### src/rtl/core/alc_pkg.sv
// Shared types and codes of the analog limit alarm classifier.
// Used by the register block, the classifier, the record emitter and the top level.
// No dependencies.
package alc_pkg;

  // register indexes (byte address = index * 4)
  localparam logic [2:0] REG_SCAN_ENABLE       = 3'd0;
  localparam logic [2:0] REG_DEAD_BAND         = 3'd1;
  localparam logic [2:0] REG_HIGH_LIMIT        = 3'd2;
  localparam logic [2:0] REG_HIGH_HIGH_LIMIT   = 3'd3;
  localparam logic [2:0] REG_LOW_LIMIT         = 3'd4;
  localparam logic [2:0] REG_LOW_LOW_LIMIT     = 3'd5;
  localparam logic [2:0] REG_HIGH_RETURN_LIMIT = 3'd6;
  localparam logic [2:0] REG_LOW_RETURN_LIMIT  = 3'd7;

  localparam int unsigned ADDR_W = 5;

  // limit state codes
  localparam logic [2:0] ST_NORMAL     = 3'd0;
  localparam logic [2:0] ST_HI_WARN    = 3'd1;
  localparam logic [2:0] ST_HI_ALARM   = 3'd2;
  localparam logic [2:0] ST_LO_WARN    = 3'd3;
  localparam logic [2:0] ST_LO_ALARM   = 3'd4;
  localparam logic [2:0] ST_HI_RECOVER = 3'd5;
  localparam logic [2:0] ST_LO_RECOVER = 3'd6;

  // record kinds
  localparam logic KIND_LINE_FAIL = 1'b0;
  localparam logic KIND_LIMIT     = 1'b1;

  // record mask bits, in emission order
  localparam int unsigned REC_LINE_FAIL = 0;
  localparam int unsigned REC_RECOVER   = 1;
  localparam int unsigned REC_HI_WARN   = 2;
  localparam int unsigned REC_HI_ALARM  = 3;
  localparam int unsigned REC_LO_WARN   = 4;
  localparam int unsigned REC_LO_ALARM  = 5;
  localparam int unsigned REC_N         = 6;

  typedef logic [REC_N-1:0] rec_mask_t;

  typedef struct packed {
    logic               scan_enable;
    logic [30:0]        dead_band;
    logic signed [31:0] high_limit;
    logic signed [31:0] high_high_limit;
    logic signed [31:0] low_limit;
    logic signed [31:0] low_low_limit;
    logic signed [31:0] high_return_limit;
    logic signed [31:0] low_return_limit;
  } cfg_t;

  typedef struct packed {
    logic [15:0]        point_tag;
    logic signed [31:0] sample_value;
    logic               channel_fault;
    logic signed [31:0] last_value;
    logic [2:0]         prior_limit_state;
    logic               prior_line_fail;
    logic [31:0]        stored_data;
  } item_t;

endpackage

### src/rtl/core/analog_limit_alarm_classifier_core.sv
// Analog limit alarm classifier, top level: register block, input register, classifier, record emitter.
// Path: a word accepted into the input register moves on to the emitter's result register,
// whose records drive the result ports. Throughput: one word per cycle while words give at
// most one record; a word with up to four records holds the emitter until its last one is out.
// busy rises only while the input register waits on the emitter; the receiver cannot stall.
// Synchronous active-high reset zeroes the configuration and the valid flags.
module analog_limit_alarm_classifier_core
  import alc_pkg::*;
(
  input  logic               clk,
  input  logic               rst,
  // configuration port
  input  logic               psel,
  input  logic               penable,
  input  logic               pwrite,
  input  logic [ADDR_W-1:0]  paddr,
  input  logic [31:0]        pwdata,
  output logic [31:0]        prdata,
  output logic               pready,
  // command side
  input  logic               start,
  output logic               busy,
  input  logic [15:0]        point_tag,
  input  logic signed [31:0] sample_value,
  input  logic               channel_fault,
  input  logic signed [31:0] last_value,
  input  logic [2:0]         prior_limit_state,
  input  logic               prior_line_fail,
  input  logic [31:0]        stored_data,
  // result side
  output logic               alarm_valid,
  output logic [15:0]        alarm_point,
  output logic               alarm_kind,
  output logic [2:0]         new_limit_state,
  output logic               new_line_fail,
  output logic [31:0]        record_data,
  output logic               last_of_run
);

  cfg_t       cfg;
  item_t      item;
  logic       in_valid;
  logic       accept;
  logic       move;
  logic       emit_free;
  rec_mask_t  mask;
  logic [2:0] recover_code;

  alc_cfg_regs u_regs (
    .clk     (clk),
    .rst     (rst),
    .psel    (psel),
    .penable (penable),
    .pwrite  (pwrite),
    .paddr   (paddr),
    .pwdata  (pwdata),
    .prdata  (prdata),
    .pready  (pready),
    .cfg     (cfg)
  );

  assign move   = in_valid && emit_free;
  assign busy   = in_valid && !emit_free;
  assign accept = start && !busy;

  // input register
  always_ff @(posedge clk) begin
    if (rst) begin
      in_valid <= 1'b0;
    end else if (accept) begin
      in_valid <= 1'b1;
    end else if (move) begin
      in_valid <= 1'b0;
    end
  end

  always_ff @(posedge clk) begin
    if (accept) begin
      item.point_tag         <= point_tag;
      item.sample_value      <= sample_value;
      item.channel_fault     <= channel_fault;
      item.last_value        <= last_value;
      item.prior_limit_state <= prior_limit_state;
      item.prior_line_fail   <= prior_line_fail;
      item.stored_data       <= stored_data;
    end
  end

  alc_classify u_classify (
    .cfg          (cfg),
    .item         (item),
    .mask         (mask),
    .recover_code (recover_code)
  );

  alc_emit u_emit (
    .clk             (clk),
    .rst             (rst),
    .load            (move),
    .item_in         (item),
    .mask_in         (mask),
    .recover_in      (recover_code),
    .free            (emit_free),
    .alarm_valid     (alarm_valid),
    .alarm_point     (alarm_point),
    .alarm_kind      (alarm_kind),
    .new_limit_state (new_limit_state),
    .new_line_fail   (new_line_fail),
    .record_data     (record_data),
    .last_of_run     (last_of_run)
  );

endmodule

### src/rtl/core/alc_cfg_regs.sv
// Configuration register file with an APB-style access port.
// Depends on alc_pkg for register indexes and the cfg_t bundle.
module alc_cfg_regs
  import alc_pkg::*;
(
  input  logic              clk,
  input  logic              rst,
  input  logic              psel,
  input  logic              penable,
  input  logic              pwrite,
  input  logic [ADDR_W-1:0] paddr,
  input  logic [31:0]       pwdata,
  output logic [31:0]       prdata,
  output logic              pready,
  output cfg_t              cfg
);

  logic       wr_en;
  logic [2:0] idx;

  assign pready = 1'b1;
  assign idx    = paddr[ADDR_W-1:2];
  assign wr_en  = psel && penable && pwrite;

  // write the addressed register on the access cycle
  always_ff @(posedge clk) begin
    if (rst) begin
      cfg <= '0;
    end else if (wr_en) begin
      case (idx)
        REG_SCAN_ENABLE:       cfg.scan_enable       <= pwdata[0];
        REG_DEAD_BAND:         cfg.dead_band         <= pwdata[30:0];
        REG_HIGH_LIMIT:        cfg.high_limit        <= pwdata;
        REG_HIGH_HIGH_LIMIT:   cfg.high_high_limit   <= pwdata;
        REG_LOW_LIMIT:         cfg.low_limit         <= pwdata;
        REG_LOW_LOW_LIMIT:     cfg.low_low_limit     <= pwdata;
        REG_HIGH_RETURN_LIMIT: cfg.high_return_limit <= pwdata;
        REG_LOW_RETURN_LIMIT:  cfg.low_return_limit  <= pwdata;
        default: ;
      endcase
    end
  end

  // read back
  always_comb begin
    case (idx)
      REG_SCAN_ENABLE:       prdata = {31'd0, cfg.scan_enable};
      REG_DEAD_BAND:         prdata = {1'b0, cfg.dead_band};
      REG_HIGH_LIMIT:        prdata = cfg.high_limit;
      REG_HIGH_HIGH_LIMIT:   prdata = cfg.high_high_limit;
      REG_LOW_LIMIT:         prdata = cfg.low_limit;
      REG_LOW_LOW_LIMIT:     prdata = cfg.low_low_limit;
      REG_HIGH_RETURN_LIMIT: prdata = cfg.high_return_limit;
      REG_LOW_RETURN_LIMIT:  prdata = cfg.low_return_limit;
      default:               prdata = 32'd0;
    endcase
  end

endmodule

### src/rtl/core/alc_classify.sv
// Classifies one registered word against the limits and yields its record mask.
// Depends on alc_pkg for the item, configuration and mask types.
module alc_classify
  import alc_pkg::*;
(
  input  cfg_t      cfg,
  input  item_t     item,
  output rec_mask_t mask,
  output logic [2:0] recover_code
);

  logic signed [32:0] diff;
  logic signed [32:0] db_pos;
  logic signed [32:0] db_neg;
  logic               pass;
  logic               hi_prior;
  logic               lo_prior;
  logic               in_range;
  logic               in_ret;
  logic               recover;
  logic signed [31:0] v;

  assign v = item.sample_value;

  // deadband test on the exact 33-bit difference
  assign diff   = 33'(v) - 33'(item.last_value);
  assign db_pos = $signed({2'b00, cfg.dead_band});
  assign db_neg = -db_pos;
  assign pass   = (cfg.dead_band != '0) ? ((diff >= db_pos) || (diff <= db_neg))
                                        : (diff != '0);

  assign hi_prior = (item.prior_limit_state == ST_HI_WARN) ||
                    (item.prior_limit_state == ST_HI_ALARM);
  assign lo_prior = (item.prior_limit_state == ST_LO_WARN) ||
                    (item.prior_limit_state == ST_LO_ALARM);

  // recovery into the normal range through the return band
  assign in_range = (v >= cfg.low_limit) && (v <= cfg.high_limit);
  assign in_ret   = (v >= cfg.low_return_limit) && (v <= cfg.high_return_limit);
  assign recover  = in_range && (hi_prior || lo_prior) &&
                    (in_ret || (hi_prior && (v < cfg.low_return_limit)) ||
                     (lo_prior && (v > cfg.high_return_limit)));
  assign recover_code = hi_prior ? ST_HI_RECOVER : ST_LO_RECOVER;

  // build the mask; limit records only on a good channel past the deadband
  always_comb begin
    mask = '0;
    if (cfg.scan_enable) begin
      mask[REC_LINE_FAIL] = item.channel_fault != item.prior_line_fail;
      if (!item.channel_fault && pass) begin
        mask[REC_RECOVER]  = recover;
        mask[REC_HI_WARN]  = (v > cfg.high_limit) && (v <= cfg.high_high_limit) &&
                             (item.prior_limit_state != ST_HI_WARN);
        mask[REC_HI_ALARM] = (v >= cfg.high_high_limit) &&
                             (item.prior_limit_state != ST_HI_ALARM);
        mask[REC_LO_WARN]  = (v < cfg.low_limit) && (v >= cfg.low_low_limit) &&
                             (item.prior_limit_state != ST_LO_WARN);
        mask[REC_LO_ALARM] = (v < cfg.low_low_limit) &&
                             (item.prior_limit_state != ST_LO_ALARM);
      end
    end
  end

endmodule

### src/rtl/core/alc_emit.sv
// Result register and record sequencer: holds one classified word and
// issues its records one per cycle, lowest mask bit first.
// Depends on alc_pkg for the item and mask types and the state codes.
module alc_emit
  import alc_pkg::*;
(
  input  logic        clk,
  input  logic        rst,
  input  logic        load,
  input  item_t       item_in,
  input  rec_mask_t   mask_in,
  input  logic [2:0]  recover_in,
  output logic        free,
  output logic        alarm_valid,
  output logic [15:0] alarm_point,
  output logic        alarm_kind,
  output logic [2:0]  new_limit_state,
  output logic        new_line_fail,
  output logic [31:0] record_data,
  output logic        last_of_run
);

  rec_mask_t  mask;
  rec_mask_t  low_bit;
  rec_mask_t  rest;
  item_t      item;
  logic [2:0] recover_code;

  // lowest pending record and what remains after it
  assign low_bit = mask & (~mask + rec_mask_t'(1));
  assign rest    = mask & ~low_bit;
  assign free    = (rest == '0);

  // advance the mask, or take a new word when the last record goes out or none is pending
  always_ff @(posedge clk) begin
    if (rst) begin
      mask <= '0;
    end else if (load) begin
      mask <= mask_in;
    end else begin
      mask <= rest;
    end
  end

  always_ff @(posedge clk) begin
    if (load) begin
      item         <= item_in;
      recover_code <= recover_in;
    end
  end

  assign alarm_valid = (mask != '0);
  assign alarm_point = item.point_tag;
  assign record_data = item.stored_data;
  assign last_of_run = alarm_valid && free;

  // record fields for the selected bit
  always_comb begin
    alarm_kind      = KIND_LIMIT;
    new_line_fail   = item.prior_line_fail;
    new_limit_state = ST_NORMAL;
    case (1'b1)
      low_bit[REC_LINE_FAIL]: begin
        alarm_kind      = KIND_LINE_FAIL;
        new_line_fail   = item.channel_fault;
        new_limit_state = item.prior_limit_state;
      end
      low_bit[REC_RECOVER]:  new_limit_state = recover_code;
      low_bit[REC_HI_WARN]:  new_limit_state = ST_HI_WARN;
      low_bit[REC_HI_ALARM]: new_limit_state = ST_HI_ALARM;
      low_bit[REC_LO_WARN]:  new_limit_state = ST_LO_WARN;
      low_bit[REC_LO_ALARM]: new_limit_state = ST_LO_ALARM;
      default: ;
    endcase
  end

endmodule

### config.mk
export PLATFORM = sky130hd
export DESIGN_NAME = analog_limit_alarm_classifier_core
export DESIGN_NICKNAME = d
export VERILOG_FILES = /design/src/rtl/core/alc_pkg.sv /design/src/rtl/core/analog_limit_alarm_classifier_core.sv /design/src/rtl/core/alc_cfg_regs.sv /design/src/rtl/core/alc_classify.sv /design/src/rtl/core/alc_emit.sv
export SDC_FILE = /design/constraint.sdc
export NUM_CORES = 1
export LEC_CHECK = 0
export ABC_CLOCK_PERIOD_IN_PS = 12000
export BUFFER_PORTS_ARGS = -buffer_cell sky130_fd_sc_hd__buf_2
export CAP_MARGIN = 30
export CORE_MARGIN = 1
export CORE_UTILIZATION = 34
export CTS_CLUSTER_DIAMETER = 150
export CTS_CLUSTER_SIZE = 20
export DETAILED_ROUTE_END_ITERATION = 8
export HOLD_SLACK_MARGIN = 0.12
export PLACE_DENSITY = 0.55
export SLEW_MARGIN = 10
export SYNTH_ARGS = -nofsm -noshare
export SYNTH_HDL_FRONTEND = slang
export SYNTH_SLANG_ARGS = --single-unit
### constraint.sdc
create_clock -name clk -period 12 [get_ports clk]
set_input_delay 2.4 -clock clk [delete_from_list [all_inputs] [get_ports clk]]
set_output_delay 2.4 -clock clk [all_outputs]
set_load 0.01 [all_outputs]
; After elaboration in Yosys (flattened, before gate mapping)
; Index checks and enable logic that the tools add are counted.
[op_classes]
eq_ne = 16
add_sub_neg = 3
muxes = 16
bitwise = 4
n_reduce_logical = 42
order_cmp = 14
[ops]
columns = op, n
row1 = 32-bit case mux with 8 select lines, 1
row2 = 32-bit >= comparator, 4
row3 = 32-bit less-or-equal comparator, 3
row4 = 32-bit less-than comparator, 3
row5 = 32-bit > comparator, 2
row6 = 33-bit by 32-bit >= comparator with 1-bit output, 1
row7 = 33-bit less-or-equal comparator, 1
row8 = 31-bit negation with 33-bit output, 1
row9 = 33-bit nonzero test, 1
row10 = 32-bit by 32-bit subtractor with 33-bit output, 1
row11 = 31-bit nonzero test, 1
row12 = 1-bit logical AND, 19
row13 = 3-bit two-way mux, 6
row14 = 2-bit AND reduction, 8
row15 = "3-bit == test, second input constant", 5
row16 = 6-bit bitwise AND, 2
row17 = "3-bit by 2-bit == test with 1-bit output, second input constant", 4
row18 = 6-bit two-way mux, 2
row19 = 6-bit NOT, 2
row20 = "6-bit by 1-bit adder with 6-bit output, second input constant", 1
row21 = "3-bit by 1-bit == test with 1-bit output, second input constant", 2
row22 = 6-bit zero test, 1
row23 = 1-bit logical OR, 6
row24 = "3-bit by 2-bit inequality test with 1-bit output, second input constant", 2
row25 = 10 further kinds, 16
[totals]
regBits = 404
output_inout_bits = 89

; Longest topological paths before layout
; Gate-level depths: netlist (run 1).
[logic_depth]
word_depth = 11
ltp_mapped = 20

; Hierarchy
; A second synthesis (run 1) with hierarchy kept.
[unflattened]
cells_unflattened = 2644
hier_area_um2 = 26090.0
[modules_own_cells]
columns = mod, n_inst, cells_per_inst, area_each_um2
row1 = alc_cfg_regs, 1, 970, 10423.7
row2 = alc_classify, 1, 1384, 9567.9
row3 = analog_limit_alarm_classifier_core, 1, 122, 3569.7
row4 = alc_emit, 1, 168, 2528.7

; Worst setup path after synthesis (run 1)
; Ideal clock, no wire load.
[synth_timing]
path_type = input -> output
from = input port paddr[2]
to = output port prdata[31]
setup_slack_ns = 5.392
arrival_time_ns = 4.208
required_ns = 9.600
path_stages = 8
cell_sequence = buf_1 clkbuf_1 clkbuf_1 buf_1 nand2_1 o21ai_0 nand2_1 o21ai_0
[synth_via]
elab_chain_cells = 2
word_cells_on_any_way = 9
classes_between = eq/ne: 7 / mux: 1 / reduce/logical: 1
[synth_rtl]
columns = item, line_no
row1 = "start, declared", analog_limit_alarm_classifier_core.sv:16  ; input logic [ADDR_W-1:0] paddr,
row2 = "3-bit == test, or another cell as far along", alc_cfg_regs.sv:46  ; case (idx)
row3 = 32-bit case mux with 8 select lines (*), alc_cfg_regs.sv:46
row4 = "end, declared", analog_limit_alarm_classifier_core.sv:18  ; output logic [31:0] prdata,
; Mark *: on every way between the ends. The rest lies on a longest branch, timed or not.

; Worst setup path after layout (run 1)
[layout_timing]
from = input port paddr[3]
to = output port prdata[16]
; The elaborated chain is that of the path after synthesis.

==> results of run 1 <==
==> critical path, stage by stage <==
cell and delay [ns]:
buf_2 0.08, buf_4 0.63, nor2b_1 0.77, a22oi_1 0.20, o221ai_1 0.47, buf_2 0.23
==> cells in the mapped netlist (all sizes together) (32+ instances only) <==
| master | count | area [um2] |
|---|---|---|
| o21ai | 123 | 615.6 |
| clkbuf | 109 | 409.1 |
| nand4 | 52 | 331.6 |
| a21oi | 365 | 1827 |
| dfxtp | 231 | 4624 |
| a221oi | 32 | 280.3 |
| inv | 292 | 1096 |
| nor3 | 36 | 191.4 |
| buf | 56 | 401.6 |
| ha | 288 | 3603 |
| nand3 | 37 | 197.7 |
| a21o | 36 | 270.3 |
| xnor2 | 37 | 324.1 |
| nand2 | 582 | 2185 |
| nor2 | 92 | 345.3 |
| edfxtp | 172 | 5165 |
==> cell usage in the layout, fill, tap and decap left out, drive strengths merged, types with 38 or more instances in the layout <==
cell type,count
edfxtp,172
nand2,582
nand4,52
nor2,92
inv,293
a21oi,365
ha,288
clkbuf,38
buf,279
dfxtp,231
o21ai,123
==> per-stage QoR <==
stage,util,total power [mW]
2_1_floorplan,-,1.882
3_3_place_gp,0.3696,2.057
3_5_place_dp,0.3702,2.062
4_1_cts,0.3798,2.937
5_1_grt,0.3801,3.057
6_report,0.3801,2.912
==> flip-flops by register name, summed over array words and instances, names as in the netlist <==
signal and cells:
in_valid 1, u_emit.recover_code 2, u_emit.alarm_point 16, u_emit.record_data 32
item 117, u_emit.mask 6, u_regs.cfg 224, u_emit.item 5
==> logic make-up (layout without fill, tap and decap cells) <==
group,count (synthesis),in the layout,share of synthesized area
AOI/OAI and AO/OA,696,696,0.1685
xor gates and xnor gates,48,48,0.01713
adders and majority gates,290,290,0.1480
buffers and inverters,457,611,0.07769
DFF,403,403,0.3989
muxes,30,30,0.02213
other,1,2,0.0001528
and+or+nand+nor,918,918,0.1675
==> final timing paths <==
kind	to	slack, ns	from	cells after the start
worst min-delay path	u_emit.record_data[9]$_DFFE_PP_	0.42	item[9]$_DFFE_PP_	0
worst max register to register	u_emit.mask[4]$_SDFF_PP0_	6.73	item[73]$_DFFE_PP_	17
worst min register to register	u_emit.record_data[9]$_DFFE_PP_	0.42	item[9]$_DFFE_PP_	0
worst max-delay path	prdata[16]	4.74	paddr[3]	6
==> layout make-up <==
type                            instances  area share
Clock inverter                          2    0.001335
Inverter                              292     0.04034
Timing Repair Buffer                  279     0.05576
Tap cell                              950     0.04374
Clock buffer                           38     0.02404
Multi-Input combinational cell       1983      0.4744
Sequential cell                       403      0.3603
Antenna cell                            1  0.00009209
==> per-layer routing <==
metal,GRT usage,up-vias,share of wire
met1,0.2986,9668,0.47
met2,0.3244,592,0.45
li1,-,10210,-
met3,0.02352,82,0.056
met4,0.05769,0,0.028
met5,0,-,0
==> power by group <==
group	total [mW]	internal [mW]	switching (mW)
clock network	0.877	0.381	0.496
registers	1.50	1.47	0.0308
logic	0.537	0.207	0.330
total	2.91	2.06	0.856
==> results.md, run 1 <==
- LEAKAGE: 9.952 nW
- Clk_lat worst skew: 0.61 ns
- Multi-input logic area: 12,890 um2
- Synthesized net count: 3,292
- Tmin final: 7.260 ns
- Max-slew violation count: 0
- CP Launch Type: input pin
- Slew @ Worst Pin: 0.9754 ns
- Placer congestion estimate: 0.9069
- Pre-antenna DRT Iters: 5
- Yosys warnings: 0
- Remaining global-route overflow: 0
- Starting Density: 0.3433
- Routed Antenna Nets: 0
- Avg Synthesized Cell Area: 8.633 um2
- Share of cells above drive strength 1: 0.1178
- Placed cell areas: 26,460 um2
- Maximum fanout along the worst path: 73
- Register area share after synthesis: 0.3989
- Fillers: 7,381
- Setup bufs post-CTS: 0
- Register Area: 9789 um2
- Largest net degree at the start of global routing: 97
- Clock Sinks: 403
- Min Hold Slack: 0.4225 ns
- Io pins: 249
- Reg clk slew, reported paths: 0.08 ns
- Post-synthesis cell type count: 82
- DRC errors left: 0
- Final Setup Violations: 0
- Global-route wire length before repair: 117.2 mm
- Final Non-Filler Cells: 3,948
- Crit Path Class: input pin to output port
- Initial antenna violation count: 1
- Worst Path Arrival: 4.86 ns
- Nets: 3,432
- Final Cycle Share: 0.6050
- Async SR Flop Fraction: 0
- Number of H-tree levels: 1
- Final hold violations: 0
- Data required, critical path: 9.60 ns
- Slew Limit Headroom: 0.3497
- CP Capture Type: output port
- Die Ht: 270.7 um
- Final TNS setup: 0 ns
- Fmax: 137.7 MHz
- Syn Inst Count: 2,843
- Final WS setup: 4.740 ns
- Die X: 270.7 um
- Die footprint: 73,270 um2
- Pwr per Cell Area: 107.1 nW/um2
- Post-synthesis register bit count: 403
- VDD IR max: 0.00009635 V
- Cts hold-fix bufs: 0
- Status: completed
- Area growth from synthesis to layout: 10.72%
- Design area: 27,170 um2
- TritonCTS Buffers: 24
- WL/cell: 19.72 um
- CTS max path bufs: 3
- Core Region: 71,490 um2
- CTS root buffer: clkbuf_16
- Class of the worst hold path: register to register
- Post-synth EDFFs: 172
- Port bufs: 245
- Routed WL: 77.87 mm
- Maxcap violations: 0
- Post-Syn Area: 24,540 um2
- CTS resizes: 0
- Via count: 20,550
- Worst Skew: 0.05486 ns
- Top FF cell, synth: dfxtp_1
- Post-Place Worst Slack: 4.814 ns
- Vias in the first global route: 19,100
- Detailed placement HPWL: 60.57 mm
- Overall routing resource usage: 0.2070
- Cell count after placement: 3,905
- Vias/cell: 5.205
- CTS tree: done
- DRT iter0 DRCs: 1,808
- Cell Rows: 98
- RSZ-0062 raised after global routing: no
Note: power is estimated with default switching activity, not from simulation.
==> run 2: changes to the inputs <==
--- a/config.mk
+++ b/config.mk
@@ -5,7 +5,7 @@
 export SDC_FILE = /design/constraint.sdc
 export NUM_CORES = 1
 export LEC_CHECK = 0
-export ABC_CLOCK_PERIOD_IN_PS = 12000
+export ABC_CLOCK_PERIOD_IN_PS = 7000
 export BUFFER_PORTS_ARGS = -buffer_cell sky130_fd_sc_hd__buf_2
 export CAP_MARGIN = 30
 export CORE_MARGIN = 1
==> constraint.sdc (replaced) <==
create_clock -name clk -period 7 [get_ports clk]
set_input_delay 1.4 -clock clk [delete_from_list [all_inputs] [get_ports clk]]
set_output_delay 1.4 -clock clk [all_outputs]
set_load 0.01 [all_outputs]
==> results.md, run 2 (synthesis gave the netlist of run 1 again) <==
- Status: completed (unchanged)
- Sequential share of power: 0.513 (was 0.515)
- Slew Limit Headroom: 0.3296 (was 0.3497)
- Area growth from synthesis to layout: 10.93% (was 10.72%)
- Slew @ Worst Pin: 0.9947 ns (was 0.9754 ns)
- LEAKAGE: 9.987 nW (was 9.952 nW)
- Register Area: 9789 um2 (unchanged)
- Pre-antenna DRT Iters: 6 (was 5)
- Port bufs: 245 (unchanged)
- Reg clk slew, reported paths: 0.10 ns (was 0.08 ns)
- Multi-input logic area: 12,900 um2 (was 12,890 um2)
- Detailed placement HPWL: 60.39 mm (was 60.57 mm)
- Cell Rows: 98 (unchanged)
- Remaining global-route overflow: 0 (unchanged)
- Switch share: 0.2943 (was 0.2941)
- Routed WL: 78.91 mm (was 77.87 mm)
- CTS tree: done (unchanged)
- Crit path top cell by count: nor2_1 (was buf_2)
- Final WS setup: 1.714 ns (was 4.740 ns)
- Worst path cell trace: ha_1 -> nand2_1 -> a211oi_2 -> o211ai_1 -> a2111oi_1 -> nor2_1 -> xnor2_1 -> ha_1 -> nand4_1 -> nor2_1 -> nor2_1 -> nand2_1 -> a2111o_1 -> o211ai_1 -> a22o_1 -> nand3_1 -> o21ai_1 (was buf_2 -> buf_4 -> nor2b_1 -> a22oi_1 -> o221ai_1 -> buf_2)
- Design area: 27,230 um2 (was 27,170 um2)
- Commonest non-fill, non-tap cells in the layout: 580 x nand2_1, 365 x a21oi_1, 292 x inv_1, 288 x ha_1, 244 x buf_2 (was 582 x nand2_1, 365 x a21oi_1, 292 x inv_1, 288 x ha_1, 244 x buf_2)
- WHS Endpoint: u_emit.record_data[22]$_DFFE_PP_ (was u_emit.record_data[9]$_DFFE_PP_)
- DRC errors left: 0 (unchanged)
- Cts hold-fix bufs: 0 (unchanged)
- DRT iter0 DRCs: 1,679 (was 1,808)
- Post-Place Worst Slack: 1.778 ns (was 4.814 ns)
- Maxcap violations: 0 (unchanged)
- Die X: 270.7 um (unchanged)
- Fmax: 189.2 MHz
- CP delay by family, top: compound AO/OA/AOI/OAI gates (was buffers and inverters)
- Die Ht: 270.7 um (unchanged)
- Worst path max stage delay: 0.86 ns (was 0.77 ns)
- Largest net degree at the start of global routing: 89 (was 97)
- Reg2reg start: item[73]$_DFFE_PP_ (unchanged)
- Reg2reg path depth: 17 (unchanged)
- Crit-path slowest cell: a2111oi_1 (was nor2b_1)
- Max reg flops: 224 (unchanged)
- Biggest register: u_regs.cfg (unchanged)
- Cell-internal power: 3.524 mW (was 2.055 mW)
- CTS max path bufs: 3 (unchanged)
- Crit Path Class: register to register (was input pin to output port)
- Most common library cell in the layout ignoring fill and taps: nand2_1 (unchanged)
- Die footprint: 73,270 um2 (unchanged)
- Worst path buffer plus inverter count: 0 (was 3)
- RR Endpoint: u_emit.mask[5]$_SDFF_PP0_ (was u_emit.mask[4]$_SDFF_PP0_)
- Pwr Total: 4.994 mW (was 2.912 mW)
- Class of the worst hold path: register to register (unchanged)
- Worst hold start: item[22]$_DFFE_PP_ (was item[9]$_DFFE_PP_)
- Placer congestion estimate: 0.9347 (was 0.9069)
- CTS root buffer: clkbuf_16 (unchanged)
- TritonCTS Buffers: 24 (unchanged)
- Data required, critical path: 7.54 ns (was 9.60 ns)
- Via count: 20,500 (was 20,550)
- Final TNS setup: 0 ns (unchanged)
- Pwr per Cell Area: 183.4 nW/um2 (was 107.1 nW/um2)
- Clock Sinks: 403 (unchanged)
- RSZ-0062 raised after global routing: no (unchanged)
- CP Launch Type: register (was input pin)
- Max-slew violation count: 0 (unchanged)
- Routed Antenna Nets: 0 (unchanged)
- Final Setup Violations: 0 (unchanged)
- Core Region: 71,490 um2 (unchanged)
- Final Non-Filler Cells: 3,955 (was 3,948)
- Share of cells above drive strength 1: 0.1205 (was 0.1178)
- Setup bufs post-CTS: 0 (unchanged)
- Nets: 3,439 (was 3,432)
- Clk_lat worst skew: 0.58 ns (was 0.61 ns)
- Fillers: 7,330 (was 7,381)
- Global-route wire length before repair: 118.4 mm (was 117.2 mm)
- Io pins: 249 (unchanged)
- Final Cycle Share: 0.7552
- VDD IR max: 0.0002037 V (was 0.00009635 V)
- Combinational share of power: 0.187 (was 0.184)
- Vias/cell: 5.183 (was 5.205)
- Vias in the first global route: 19,470 (was 19,100)
- Cell count after placement: 3,910 (was 3,905)
- Number of H-tree levels: 1 (unchanged)
- Maximum fanout along the worst path: 7 (was 73)
- Starting Density: 0.3433 (unchanged)
- Final core utilization: 0.3809 (was 0.3801)
- Placed cell areas: 26,480 um2 (was 26,460 um2)
- CP Capture Type: register (was output port)
- Initial antenna violation count: 4 (was 1)
- WHS Path Cells: 0 (unchanged)
- Critical path depth: 17 (was 6)
- Final hold violations: 0 (unchanged)
- Worst Skew: 0.02405 ns (was 0.05486 ns)
- WL/cell: 19.95 um (was 19.72 um)
- Overall routing resource usage: 0.2104 (was 0.2070)
- Tmin final: 5.286 ns
- CTS resizes: 0 (unchanged)
- Worst Path Arrival: 5.82 ns (was 4.86 ns)
- Clock group share of total power: 0.300 (was 0.301)
- Worst reg2reg setup slack: 1.71 ns (was 6.73 ns)
- Min Hold Slack: 0.4194 ns (was 0.4225 ns)
- P_sw: 1.470 mW (was 856.3 uW)
[run 2: changes by cell type in the layout (fill, tap and decap cells not counted), sizes merged]
cell    delta
buf        +7
diode      +1
clkbuf     -1
[run 2: final cells by class]
class | count | area share
Antenna cell | 2 | 0.0001838
Multi-Input combinational cell | 1983 | 0.4737
Clock inverter | 2 | 0.001333
Timing Repair Buffer | 286 | 0.05744
Inverter | 292 | 0.04026
Tap cell | 950 | 0.04366
Sequential cell | 403 | 0.3596
Clock buffer | 37 | 0.02385
[run 2: metal layers]
metal | GRT usage | wire, um
met2 | 0.3304 | 35070
met4 | 0.06690 | 2342
met5 | 0 | 12
met3 | 0.02751 | 4703
met1 | 0.2978 | 36780
[run 2: worst reg2reg max path, delay by kind of cell, from the launching register on]
family | cells | cell delay, ns
AOI/OAI and AO/OA | 7 | 2.66
xor gates and xnor gates | 1 | 0.49
adders and majority gates | 2 | 0.80
DFF | 1 | 0.63
and+or+nand+nor | 7 | 0.66
[run 2: worst max path at each step]
stage | start | to
2_1_floorplan | paddr[2] | prdata[31]
3_3_place_gp | item[73]$_DFFE_PP_ | u_emit.mask[4]$_SDFF_PP0_
3_5_place_dp | item[71]$_DFFE_PP_ | u_emit.mask[4]$_SDFF_PP0_
4_1_cts | item[71]$_DFFE_PP_ | u_emit.mask[4]$_SDFF_PP0_
5_1_grt | item[73]$_DFFE_PP_ | u_emit.mask[4]$_SDFF_PP0_
6_report | item[73]$_DFFE_PP_ | u_emit.mask[5]$_SDFF_PP0_
[run 2: power groups by stage]
stage               sequential (mW)  clock, mW  combinational [mW]
global placement               2.61          0               0.923
detailed placement             2.62          0               0.922
finish                         2.56       1.50               0.935
floorplan                      2.60          0               0.625
CTS                            2.56       1.55               0.929
global route                   2.57       1.62                1.05
